### src/rtl/cfp_pkg.sv
package cfp_pkg;

  localparam int HEADER_WORDS    = 8;
  localparam int TRAILER_WORDS   = 3;
  localparam int MAX_DATA_BYTES  = 488;
  localparam int MAX_FRAME_WORDS = 255;
  localparam int POS_W           = 9;
  localparam int COUNT_W         = 12;

  localparam logic [POS_W-1:0] POS_MAX  = '1;
  localparam logic [15:0]      CRC_POLY = 16'h8005;

  typedef enum logic [3:0] {
    ROLE_OPCODE     = 4'd0,
    ROLE_COUNT      = 4'd1,
    ROLE_SOURCE     = 4'd2,
    ROLE_DEST_ADDR  = 4'd3,
    ROLE_DEST_IDX   = 4'd4,
    ROLE_SRC_ADDR   = 4'd5,
    ROLE_SRC_IDX    = 4'd6,
    ROLE_ACK        = 4'd7,
    ROLE_DATA       = 4'd8,
    ROLE_CABLE_DEST = 4'd9,
    ROLE_CABLE_SRC  = 4'd10,
    ROLE_CHECK      = 4'd11,
    ROLE_EXCESS     = 4'd12
  } role_t;

  typedef enum logic [2:0] {
    STAT_OK         = 3'd0,
    STAT_TOO_SHORT  = 3'd1,
    STAT_TOO_LONG   = 3'd2,
    STAT_COUNT_HIGH = 3'd3,
    STAT_LEN_BAD    = 3'd4
  } status_t;

  // Payload of one result transaction, apart from the role and the last flag.
  typedef struct packed {
    status_t              frame_status;
    logic                 crc_match;
    logic                 high_byte_valid;
    logic [7:0]           high_byte;
    logic                 low_byte_valid;
    logic [7:0]           low_byte;
    logic [COUNT_W-1:0]   data_byte_count;
    logic [3:0]           forward_count;
    logic [15:0]          field_value;
  } result_t;

endpackage

### src/rtl/cfp_crc16.sv
module cfp_crc16
  import cfp_pkg::*;
(
  input  logic [15:0] crc_in,
  input  logic [15:0] data_in,
  output logic [15:0] crc_out
);

  // One word through the MSB-first shift register, flattened to XOR logic.
  always_comb begin
    logic [15:0] r;
    logic        fb;
    r = crc_in;
    for (int k = 15; k >= 0; k--) begin
      fb = data_in[k] ^ r[15];
      r  = {r[14:0], 1'b0} ^ (fb ? CRC_POLY : 16'h0000);
    end
    crc_out = r;
  end

endmodule

### src/rtl/chaos_frame_parser_crc16.sv
// Chaos frame parser with CRC-16 check.
// Input channel: one 16-bit frame word per transaction on in_tdata, with
// in_tlast on the final word of the frame. Result channel: one transaction
// per input word; out_tuser gives the word's role, out_tdata its decoded
// fields, out_tlast marks the result of the final word. On that result
// the CRC match flag and frame_status are valid; a nonzero status means
// drop the frame.
// Each accepted word's result is registered and shows on out_* in the cycle after it is accepted.
// Throughput is one word per cycle: the role decode, status checks and the
// unrolled CRC-16 step all sit between the accepting edge and the single
// result register, and a new word is taken whenever that register is empty
// or being drained in the same cycle.
// When out_tready is low the result is held and in_tready drops until the
// result is taken, so nothing is lost.
// Reset (rst_n low, synchronous) clears the CRC, the word position, the held
// data byte count and the result valid flag.
module chaos_frame_parser_crc16
  import cfp_pkg::*;
(
  input  logic        clk,
  input  logic        rst_n,
  input  logic        in_tvalid,
  output logic        in_tready,
  input  logic [15:0] in_tdata,   // [15:0] frame_word
  input  logic        in_tlast,
  output logic        out_tvalid,
  input  logic        out_tready,
  output logic [55:0] out_tdata,  // [15:0] field_value, [19:16] forward_count,
                                  // [31:20] data_byte_count, [39:32] low_byte,
                                  // [40] low_byte_valid, [48:41] high_byte,
                                  // [49] high_byte_valid, [50] crc_match,
                                  // [53:51] frame_status, [55:54] zero
  output logic [3:0]  out_tuser,  // [3:0] word_role
  output logic        out_tlast
);

  logic [15:0]        crc_r, crc_nxt, crc_step;
  logic [POS_W-1:0]   pos_r, pos_nxt;
  logic [COUNT_W-1:0] cnt_r, cnt_nxt;
  logic               out_valid_r, out_valid_nxt;
  role_t              role_r, role_nxt;
  result_t            res_r, res_nxt;
  logic               last_r, last_nxt;

  logic               in_acc;
  logic [COUNT_W-1:0] cnt_use, data_wcnt, trail_idx;
  logic [POS_W-1:0]   rel;
  logic [POS_W:0]     n_words;
  logic               is_data;

  assign in_tready = !out_valid_r || out_tready;
  assign in_acc    = in_tvalid && in_tready;

  cfp_crc16 u_crc (
    .crc_in  (crc_r),
    .data_in (in_tdata),
    .crc_out (crc_step)
  );

  // Word 1 carries this frame's count; later words use the held copy.
  assign cnt_use    = (pos_r == POS_W'(1)) ? in_tdata[COUNT_W-1:0] : cnt_r;
  assign data_wcnt  = COUNT_W'(({1'b0, cnt_use} + {{COUNT_W{1'b0}}, 1'b1}) >> 1);
  assign rel        = pos_r - POS_W'(HEADER_WORDS);
  assign is_data    = {{(COUNT_W-POS_W){1'b0}}, rel} < data_wcnt;
  assign trail_idx  = {{(COUNT_W-POS_W){1'b0}}, rel} - data_wcnt;
  assign n_words    = {1'b0, pos_r} + {{POS_W{1'b0}}, 1'b1};

  always_comb begin
    role_nxt = ROLE_EXCESS;
    res_nxt  = '0;
    res_nxt.field_value = in_tdata;
    if (pos_r == '0) begin
      role_nxt = ROLE_OPCODE;
      res_nxt.field_value = {8'h00, in_tdata[15:8]};
    end else if (pos_r == POS_W'(1)) begin
      role_nxt = ROLE_COUNT;
      res_nxt.forward_count   = in_tdata[15:12];
      res_nxt.data_byte_count = in_tdata[COUNT_W-1:0];
    end else if (pos_r < POS_W'(HEADER_WORDS)) begin
      role_nxt = role_t'(pos_r[3:0]);
    end else if (is_data) begin
      role_nxt = ROLE_DATA;
      res_nxt.low_byte  = in_tdata[7:0];
      res_nxt.high_byte = in_tdata[15:8];
      res_nxt.low_byte_valid  =
        {{(COUNT_W-POS_W-1){1'b0}}, rel, 1'b0} < cnt_use;
      res_nxt.high_byte_valid =
        {{(COUNT_W-POS_W-1){1'b0}}, rel, 1'b1} < cnt_use;
    end else begin
      case (trail_idx)
        COUNT_W'(0): role_nxt = ROLE_CABLE_DEST;
        COUNT_W'(1): role_nxt = ROLE_CABLE_SRC;
        COUNT_W'(2): role_nxt = ROLE_CHECK;
        default:     role_nxt = ROLE_EXCESS;
      endcase
    end

    if (in_tlast) begin
      res_nxt.crc_match = (crc_r == in_tdata);
      if (n_words < (POS_W+1)'(HEADER_WORDS + TRAILER_WORDS)) begin
        res_nxt.frame_status = STAT_TOO_SHORT;
      end else if (n_words > (POS_W+1)'(MAX_FRAME_WORDS)) begin
        res_nxt.frame_status = STAT_TOO_LONG;
      end else if (cnt_use > COUNT_W'(MAX_DATA_BYTES)) begin
        res_nxt.frame_status = STAT_COUNT_HIGH;
      end else if ({{(COUNT_W-POS_W-1){1'b0}}, n_words} !=
                   COUNT_W'(HEADER_WORDS + TRAILER_WORDS) + data_wcnt) begin
        res_nxt.frame_status = STAT_LEN_BAD;
      end else begin
        res_nxt.frame_status = STAT_OK;
      end
    end
    last_nxt = in_tlast;
  end

  always_comb begin
    crc_nxt = crc_r;
    pos_nxt = pos_r;
    cnt_nxt = cnt_r;
    if (in_acc) begin
      if (pos_r == POS_W'(1)) begin
        cnt_nxt = in_tdata[COUNT_W-1:0];
      end
      if (in_tlast) begin
        crc_nxt = '0;
        pos_nxt = '0;
      end else begin
        crc_nxt = crc_step;
        if (pos_r != POS_MAX) begin
          pos_nxt = pos_r + POS_W'(1);
        end
      end
    end
    out_valid_nxt = in_acc || (out_valid_r && !out_tready);
  end

  always_ff @(posedge clk) begin
    if (!rst_n) begin
      crc_r       <= '0;
      pos_r       <= '0;
      cnt_r       <= '0;
      out_valid_r <= 1'b0;
    end else begin
      crc_r       <= crc_nxt;
      pos_r       <= pos_nxt;
      cnt_r       <= cnt_nxt;
      out_valid_r <= out_valid_nxt;
    end
  end

  always_ff @(posedge clk) begin
    if (in_acc) begin
      role_r <= role_nxt;
      res_r  <= res_nxt;
      last_r <= last_nxt;
    end
  end

  assign out_tvalid = out_valid_r;
  assign out_tuser  = role_r;
  assign out_tlast  = last_r;
  assign out_tdata  = {2'b00, res_r};

  a_status_only_last: assert property (@(posedge clk) disable iff (!rst_n)
    out_valid_r && !last_r |-> res_r.frame_status == STAT_OK && !res_r.crc_match)
    else $error("status or check flag set on a non-final result");

  a_bytes_only_data: assert property (@(posedge clk) disable iff (!rst_n)
    out_valid_r && role_r != ROLE_DATA |->
      !res_r.low_byte_valid && !res_r.high_byte_valid)
    else $error("byte valid flag on a non-data word");

  a_high_needs_low: assert property (@(posedge clk) disable iff (!rst_n)
    out_valid_r && res_r.high_byte_valid |-> res_r.low_byte_valid)
    else $error("high byte valid without low byte valid");

  a_frame_restart: assert property (@(posedge clk) disable iff (!rst_n)
    in_acc && in_tlast |=> pos_r == '0 && crc_r == '0)
    else $error("frame state not cleared after the final word");

  a_hold_on_stall: assert property (@(posedge clk) disable iff (!rst_n)
    out_valid_r && !out_tready |=> out_valid_r && $stable(res_r) && $stable(role_r))
    else $error("stalled result changed");

endmodule
### config.mk
export PLATFORM = sky130hd
export DESIGN_NAME = chaos_frame_parser_crc16
export DESIGN_NICKNAME = d
export VERILOG_FILES = /design/src/rtl/cfp_pkg.sv /design/src/rtl/cfp_crc16.sv /design/src/rtl/chaos_frame_parser_crc16.sv
export SDC_FILE = /design/constraint.sdc
export NUM_CORES = 1
export LEC_CHECK = 0
export BUFFER_PORTS_ARGS = -buffer_cell sky130_fd_sc_hd__buf_2
export CAP_MARGIN = 20
export CORE_UTILIZATION = 29
export CTS_CLUSTER_SIZE = 14
export DETAILED_ROUTE_END_ITERATION = 10
export HOLD_SLACK_MARGIN = 0.1
export PLACE_DENSITY_LB_ADDON = 0.08
export SLEW_MARGIN = 5
export SYNTH_ARGS = -nofsm -noshare
export SYNTH_HDL_FRONTEND = slang
export SYNTH_SLANG_ARGS = --single-unit
### constraint.sdc
create_clock -name clk -period 6.2 [get_ports clk]
set_input_delay 0.62 -clock clk [delete_from_list [all_inputs] [get_ports clk]]
set_output_delay 0.62 -clock clk [all_outputs]
set_load 0.05 [all_outputs]
# Word level (Yosys, flattened, before mapping)
# Cells that the tools add are included.
# op_classes
n_bitwise	35
multipliers	0
shifts	0
div	0
magnitude_cmp	7
addsub	6
n_eq_ne	6
n_mux	29
n_reduce_logical	15
# op_table
op	count
$mux 16	17
$xor 16x16->16	16
$lt 10x12->1	2
$mux 9	2
$eq 16x16->1	1
$xor 1x1->1	16
$add 12x1->13 const B	1
$add 4x12->12 const A	1
$eq 12x1->1 const B	1
$eq 12x2->1 const B	1
$gt 12x9->1 const B	1
$logic_not 12->1	1
$lt 9x12->1	1
$mux 12	1
$ne 10x12->1	1
$sub 9x12->12	1
$add 9x1->10 const B	1
$gt 10x8->1 const B	1
$lt 10x4->1 const B	1
$add 9x1->9 const B	1
$eq 9x1->1 const B	1
$logic_not 9->1	1
$lt 9x4->1 const B	1
$ne 9x9->1 const B	1
other kinds (15)	26
# word_totals
wordCells	117
ram_bits	0
romBits	0
latch_bits	0
mem_count	0
output_inout_bits	63
regBits	97
input_bits	21

# Depth between registers and ports, before layout
# Gate-level depths: netlist of the first run.
# logic_depth
ltp_word	49
depth_mapped	24
depth_no_buf	20

# Cells and area by module
# Synthesis of the first run repeated with hierarchy kept, for this count alone.
# hier_totals
hier_cells	719
hier_area_um2	6723.9
# modules_own_cells
mod	seq_area_each_um2	cells_each	area_per_inst_um2	instances
chaos_frame_parser_crc16	2532.4	677	6289.8	1
cfp_crc16	0.0	42	434.2	1

# Least setup slack after synthesis of the first run
# OpenSTA, ideal clock, no wires.
# synth_timing
kind	reg2reg
start	register pos_r[1]
end	register res_r, in the netlist out_tdata[38], data pin
required_time_ns	5.945
path_stages_with_launch	21
path_slack_ns	1.384
n_path_buf	4
arrival_time_ns	4.561
setup_time_ns	0.255
synth_period_minus_slack_ns	4.816
cell_sequence	dfxtp_1 > inv_1 > ha_1 > or4b_1 > buf_2 > nor2_8 > buf_4 > mux2i_1 > inv_1 > ha_1 > clkbuf_1 > and4_1 > a31oi_1 > xor2_1 > inv_1 > ha_1 > o211ai_1 > a2111oi_4 > nor3_2 > buf_6 > and2_1
# synth_via
elab_chain_cells	6
# synth_lines
element	line	source
start, declared	chaos_frame_parser_crc16.sv:38	logic [POS_W-1:0] pos_r, pos_nxt;
start signal, assigned	chaos_frame_parser_crc16.sv:145	pos_r <= pos_nxt;
$eq 9x1->1	chaos_frame_parser_crc16.sv:61	assign cnt_use = (pos_r == POS_W'(1)) ? in_tdata[COUNT_W-1:0] : cnt_r;
$mux 12	-	
named net cnt_use[0]	chaos_frame_parser_crc16.sv:46	logic [COUNT_W-1:0] cnt_use, data_wcnt, trail_idx;
$add 12x1->13	chaos_frame_parser_crc16.sv:62	assign data_wcnt = COUNT_W'(({1'b0, cnt_use} + {{COUNT_W{1'b0}}, 1'b1}) >> 1);
$lt 9x12->1	chaos_frame_parser_crc16.sv:64	assign is_data = {{(COUNT_W-POS_W){1'b0}}, rel} < data_wcnt;
$not 1->1 (no line)	-	
$reduce_or 4->1 (no line)	-	
end signal, assigned	chaos_frame_parser_crc16.sv:154	res_r <= res_nxt;
end, declared	chaos_frame_parser_crc16.sv:42	result_t res_r, res_nxt;
# The timed path passes the listed nets, and every way through them passes these cells.
# A chain may end at the register's enable or synchronous reset.

# Worst setup path after layout of the first run
# layout_timing
start	register pos_r[1]
end	register res_r, in the netlist out_tdata[36], data pin
# The elaborated chain is that of the path after synthesis.

==> metrics.txt, run 1 <==
share of cells above drive strength 1=0.176; RSZ-0062 raised after global routing=false; largest buffer count on any clock path=2; Hold Crit Class=in2reg; sequential fraction of design power=0.386; number of DRC markers in iteration 0=274; All-Layer GR Usage=0.163; Post-CTS Resized=0; setup TNS=0 ns; sw power=654 uW; Slew HR=0.329; Async SR Flop Fraction=0; Max Cap Viol=0; Cell Int Power=1300 uW; Yosys Warn Count=0; Net Sw Frac=0.335; Critical Path End Type=register; CTS Sinks=97; GP Congestion=0.828; reg2reg start=pos_r[1]; WL/cell=18.1 um; endpoints failing setup=0; crit share post-route=0.884; worst setup path category=reg2reg; Residual DRC=0; Arrival @ worst endpoint=5.58 ns; Placed Instance Area=6820 um2; post-synthesis register bit count=97; CTS tree=yes; Antenna Nets Post-Route=0; port bufs=81; LEAKAGE=0.00279 uW; Final Cell Area=7130 um2; starting density of the core=0.295; most frequent cells in the layout=buf_2, edfxtp_1, xnor2_1; most common cell after layout, fill and taps aside=buf_2; top_reg_cell synth=edfxtp_1; Post-synth EDFFs=59; cts hold-fix bufs=0; worst skew pair latency=0.35 ns; total grt overflow=0; die height=148 um; largest net degree at the start of global routing=84; detailed-route via count=4816; Clock Pin Slew Worst Setup and Hold Paths=0.07 ns; Synth Instances=623; CP endpoint=out_tdata[36]; Detailed Route WL=17.6 mm; Std-Cell Rows=53; CP Launch Point=pos_r[1]; r2r setup slk=0.72 ns; fin nets=739; io pins=84; Root Driver=clkbuf_16; chip width=148 um; register area share after synthesis=0.409; outcome=finished, final reports clean; Worst-Margin Slew=1.01 ns; Pwr Density=274 nW/um2; Antenna Cells=0; Hold Fails Final Rpt=0; count of cell types in the netlist=59; first-pass GRT wire length=26.8 mm; Clock Power Share=0.302; # Post-CTS Setup Buffers=0; DR pass1 iterations=5; fillers=2182; DPL Wire Length=13.0 mm; Critical Path RT=6.30 ns; H-tree depth=3; Tmin final=5.48 ns; Peak VDD IR=0.112 mV; endpoint of the worst register-to-register path=out_tdata[36]; Synth Area per Inst=9.94 um2; die area=21900 um2; clk_skew=0.0114 ns; vias in the first global route=4532; Area growth, synth to finish=15.1%; core area=21000 um2; Slew Viols, Final=0; FMAX=183 MHz; startpoint types=register; clock buffer count from CTS=9; R2R cell count=17; initial antenna violation count=0; Synth Cell Area=6190 um2; Logic pwr share=0.312; Vias/cell=4.97; worst-path fanout max=17
cells in the mapped netlist, drive strengths merged (6+ instances only):
cell type / instances / area [um2]
edfxtp: 59 / 1770
xnor2: 51 / 447
and2: 49 / 307
dfxtp: 38 / 761
nand2: 37 / 139
nor3: 30 / 170
a21oi: 27 / 135
ha: 27 / 338
nor2: 27 / 118
inv: 26 / 97.6
clkbuf: 24 / 90.1
nand3: 23 / 115
nor2b: 22 / 138
xor2: 19 / 166
mux2i: 16 / 164
o21ai: 16 / 80.1
o21a: 14 / 105
a22oi: 12 / 90.1
o211a: 11 / 110
nor4: 10 / 62.6
buf: 9 / 77.6
mux2: 9 / 101
nand4: 6 / 37.5
layout make-up:
type                            instances  area (um2)  area share
Clock inverter                          7        80.1      0.0112
Sequential cell                        97        2530       0.355
Tap cell                              275         344      0.0483
Multi-Input combinational cell        467        3390       0.476
Timing Repair Buffer                   87         450      0.0632
Inverter                               27         101      0.0142
Clock buffer                            9         225      0.0316
sequential cells by signal, summed over array words and instances, names as in the netlist:
signal and flops:
out_tuser 4, cnt_r 12, out_tlast 1, out_tvalid 1, crc_r 16, pos_r 9
out_tdata 54
layer usage:
layer / up-vias / part of all wire / track usage
met5: - / 0 / 0
met4: 0 / 0.014 / 0.0515
met3: 19 / 0.035 / 0.0202
met2: 118 / 0.45 / 0.253
met1: 2324 / 0.50 / 0.233
li1: 2355 / - / -
power by group through the flow:
stage                     registers (uW)  clock network, uW  logic (uW)
final                                754                589         610
after global routing                 759                630         661
after CTS                            755                610         615
after detailed placement             769                  0         611
after global placement               769                  0         612
after floorplan                      839                  0         415
logic make-up (layout without fill, tap and decap cells):
kind of cell             after synthesis  count (layout)  synth area share
XOR/XNOR                              74              74             0.114
adder cells (fa/ha/maj)               29              29            0.0610
multiplexers                          25              25            0.0429
buffers and inverters                 60             130            0.0435
AND/OR/NAND/NOR                      222             222             0.197
other                                  1               2          0.000606
AO/OA/AOI/OAI                        115             115             0.132
flip-flops                            97              97             0.409
how the worst min path moves through the flow:
stage | start | cells past startpoint | slack, ns | endpoint
6_report | in_tvalid | 3 | 0.52 | out_tvalid
5_1_grt | in_tvalid | 3 | 0.55 | out_tvalid
4_1_cts | in_tvalid | 3 | 0.50 | out_tvalid
3_5_place_dp | cnt_r[11] | 2 | 0.51 | cnt_r[11]
3_3_place_gp | out_tvalid | 2 | 0.51 | out_tvalid
2_1_floorplan | cnt_r[11] | 2 | 0.47 | cnt_r[11]
critical path, stage by stage (launching register included):
cell       delay [ns]
dfxtp_1          0.41
inv_1            0.16
ha_1             0.23
or4b_1           0.63
nor2_8           0.37
mux2i_1          0.39
inv_1            0.11
ha_1             0.32
and4_1           0.31
a31oi_1          0.35
xor2_1           0.33
inv_1            0.17
ha_1             0.36
o211ai_1         0.15
a2111oi_4        0.47
nor3_2           0.10
buf_4            0.21
and2_1           0.16
per-stage QoR:
step / cells / hold WS [ns] / total power (uW) / util / worst slack (ns)
floorplan: 624 / 0.470 / 1250 / - / 1.38
global placement: 952 / 0.513 / 1380 / 0.325 / 0.950
detailed placement: 953 / 0.513 / 1380 / 0.325 / 0.779
CTS: 969 / 0.503 / 1980 / 0.340 / 0.760
global route: 969 / 0.547 / 2050 / 0.340 / 0.186
finish: 969 / 0.518 / 1950 / 0.340 / 0.721
Note: power is estimated with default switching activity, not from simulation.
==> inputs of run 2 (changes only) <==
==> constraint.sdc (replaced) <==
create_clock -name clk -period 6.2 [get_ports clk]
set_input_delay 1.55 -clock clk [delete_from_list [all_inputs] [get_ports clk]]
set_output_delay 1.55 -clock clk [all_outputs]
set_load 0.05 [all_outputs]
==> metrics.txt, run 2 (same netlist as run 1, synthesis figures left out) <==
vias in the first global route=4517 (was 4532); Tmin final=5.44 ns (was 5.48 ns); Critical Path RT=6.40 ns (was 6.30 ns); Detailed Route WL=17.5 mm (was 17.6 mm); Max Cap Viol=0 (unchanged); DPL Wire Length=12.9 mm (was 13.0 mm); Std-Cell Rows=53 (unchanged); Slew Viols, Final=0 (unchanged); worst setup path category=reg2reg (unchanged); fin nets=741 (was 739); Arrival @ worst endpoint=5.64 ns (was 5.58 ns); largest net degree at the start of global routing=63 (was 84); H-tree depth=3 (unchanged); RSZ-0062 raised after global routing=false (unchanged); slowest cell delay on critical path=0.63 ns (about the same); core area=21000 um2 (unchanged); most common cell after layout, fill and taps aside=buf_2 (unchanged); fillers=2198 (was 2182); crit-path cells=inv_1 > ha_1 > or4b_1 > nor2_8 > mux2i_1 > inv_1 > ha_1 > nand3_1 > xor2_1 > mux2i_1 > inv_1 > ha_1 > inv_1 > a21oi_1 > o21ai_0 > a21boi_0 > a2111o_1 > a221oi_1 > o2111ai_1 > a21boi_1 (was inv_1 > ha_1 > or4b_1 > nor2_8 > mux2i_1 > inv_1 > ha_1 > and4_1 > a31oi_1 > xor2_1 > inv_1 > ha_1 > o211ai_1 > a2111oi_4 > nor3_2 > buf_4 > and2_1); initial antenna violation count=0 (unchanged); share of cells above drive strength 1=0.180 (was 0.176); Critical Path End Type=register (unchanged); number of DRC markers in iteration 0=304 (was 274); Residual DRC=0 (unchanged); io pins=84 (unchanged); Vias/cell=4.96 (was 4.97); startpoint types=register (unchanged); Area growth, synth to finish=15.4% (was 15.1%); FMAX=184 MHz (was 183 MHz); Post-CTS Resized=0 (unchanged); DR pass1 iterations=4 (was 5); outcome=finished, final reports clean (unchanged); Final Cell Area=7150 um2 (was 7130 um2); All-Layer GR Usage=0.161 (was 0.163); Worst-Margin Slew=0.989 ns (was 1.01 ns); Placed Instance Area=6830 um2 (was 6820 um2); Largest delay share family, worst path=compound AO/OA/AOI/OAI gates (was simple AND/OR/NAND/NOR gates); Antenna Nets Post-Route=0 (unchanged); Antenna Cells=0 (unchanged); GP Congestion=0.843 (was 0.828); total grt overflow=0 (unchanged); die height=148 um (unchanged); cts hold-fix bufs=0 (unchanged); port bufs=81 (unchanged); clk_skew=0.00955 ns (was 0.0114 ns); detailed-route via count=4819 (was 4816); # Post-CTS Setup Buffers=0 (unchanged); Hold Fails Final Rpt=0 (unchanged); starting density of the core=0.295 (unchanged); most frequent cells in the layout=buf_2, edfxtp_1, xnor2_1 (unchanged); LEAKAGE=0.00280 uW (was 0.00279 uW); die area=21900 um2 (unchanged); clock buffer count from CTS=9 (unchanged); Peak VDD IR=0.120 mV (was 0.112 mV); Root Driver=clkbuf_16 (unchanged); max reg flops=54 (unchanged); largest buffer count on any clock path=2 (unchanged); Clock Pin Slew Worst Setup and Hold Paths=0.08 ns (was 0.07 ns); endpoints failing setup=0 (unchanged); Hold Crit Class=reg2reg (was in2reg); worst-path fanout max=17 (unchanged); WL/cell=18.0 um (was 18.1 um); most frequent CP cell=inv_1; Critical-path top delay cell=or4b_1 (unchanged); Pwr Density=274 nW/um2 (about the same); CTS tree=yes (unchanged); CP Buf/Inv Count=4 (unchanged); first-pass GRT wire length=26.6 mm (was 26.8 mm); CTS Sinks=97 (unchanged); setup TNS=0 ns (unchanged); worst skew pair latency=0.35 ns (about the same); chip width=148 um (unchanged); crit share post-route=0.877 (was 0.884); Slew HR=0.338 (was 0.329)
run 2: stage by stage:
stage / total power [uW] / instances / setup WS, ns / utilization / hold slack (ns)
final: 1960 / 971 / 0.763 / 0.341 / 0.528
after global routing: 2070 / 971 / 0.286 / 0.341 / 0.561
after global placement: 1390 / 954 / 0.950 / 0.326 / 0.513
after CTS: 1980 / 970 / 0.772 / 0.341 / 0.531
after detailed placement: 1380 / 954 / 0.810 / 0.326 / 0.520
after floorplan: 1250 / 624 / 1.38 / - / 0.470
run 2: layout make-up:
class                           count  area [um2]  area share
Inverter                           27         101      0.0142
Sequential cell                    97        2530       0.354
Timing Repair Buffer               89         463      0.0648
Clock buffer                        9         225      0.0315
Clock inverter                      7        87.6      0.0123
Tap cell                          275         344      0.0482
Multi-Input combinational cell    467        3390       0.475
run 2: path summary, 6_finish.rpt:
path              startpoint      endpoint  slack, ns  depth (start not counted)
setup reg to reg    pos_r[1]  out_tuser[0]       0.76                         20
hold / removal      crc_r[0]      crc_r[0]       0.53                          2
hold reg to reg     crc_r[0]      crc_r[0]       0.53                          2
setup / recovery    pos_r[1]  out_tuser[0]       0.76                         20
run 2: worst reg2reg max path: cells and delay by family, from the launching register on:
kind	cells	cell delay, ns
fa+ha+maj	3	0.84
xor+xnor	1	0.07
compound gates	7	1.67
flops	1	0.40
mux	2	0.61
buf+inv	4	0.56
simple gates	3	1.13
run 2: layer usage:
metal  vias up  track usage  wire length (um)
met2       155        0.244              7710
met1      2286        0.232              8640
met3        25       0.0294               902
met4         0       0.0479               225
met5         -            0                 0
li1       2353            -                 -
run 2: power by group:
group / leakage, uW / switching (uW) / internal [uW]
logic: 0.00174 / 366 / 250
clock network: 0.000151 / 268 / 322
registers: 0.000904 / 25.1 / 729
total: 0.00280 / 659 / 1300
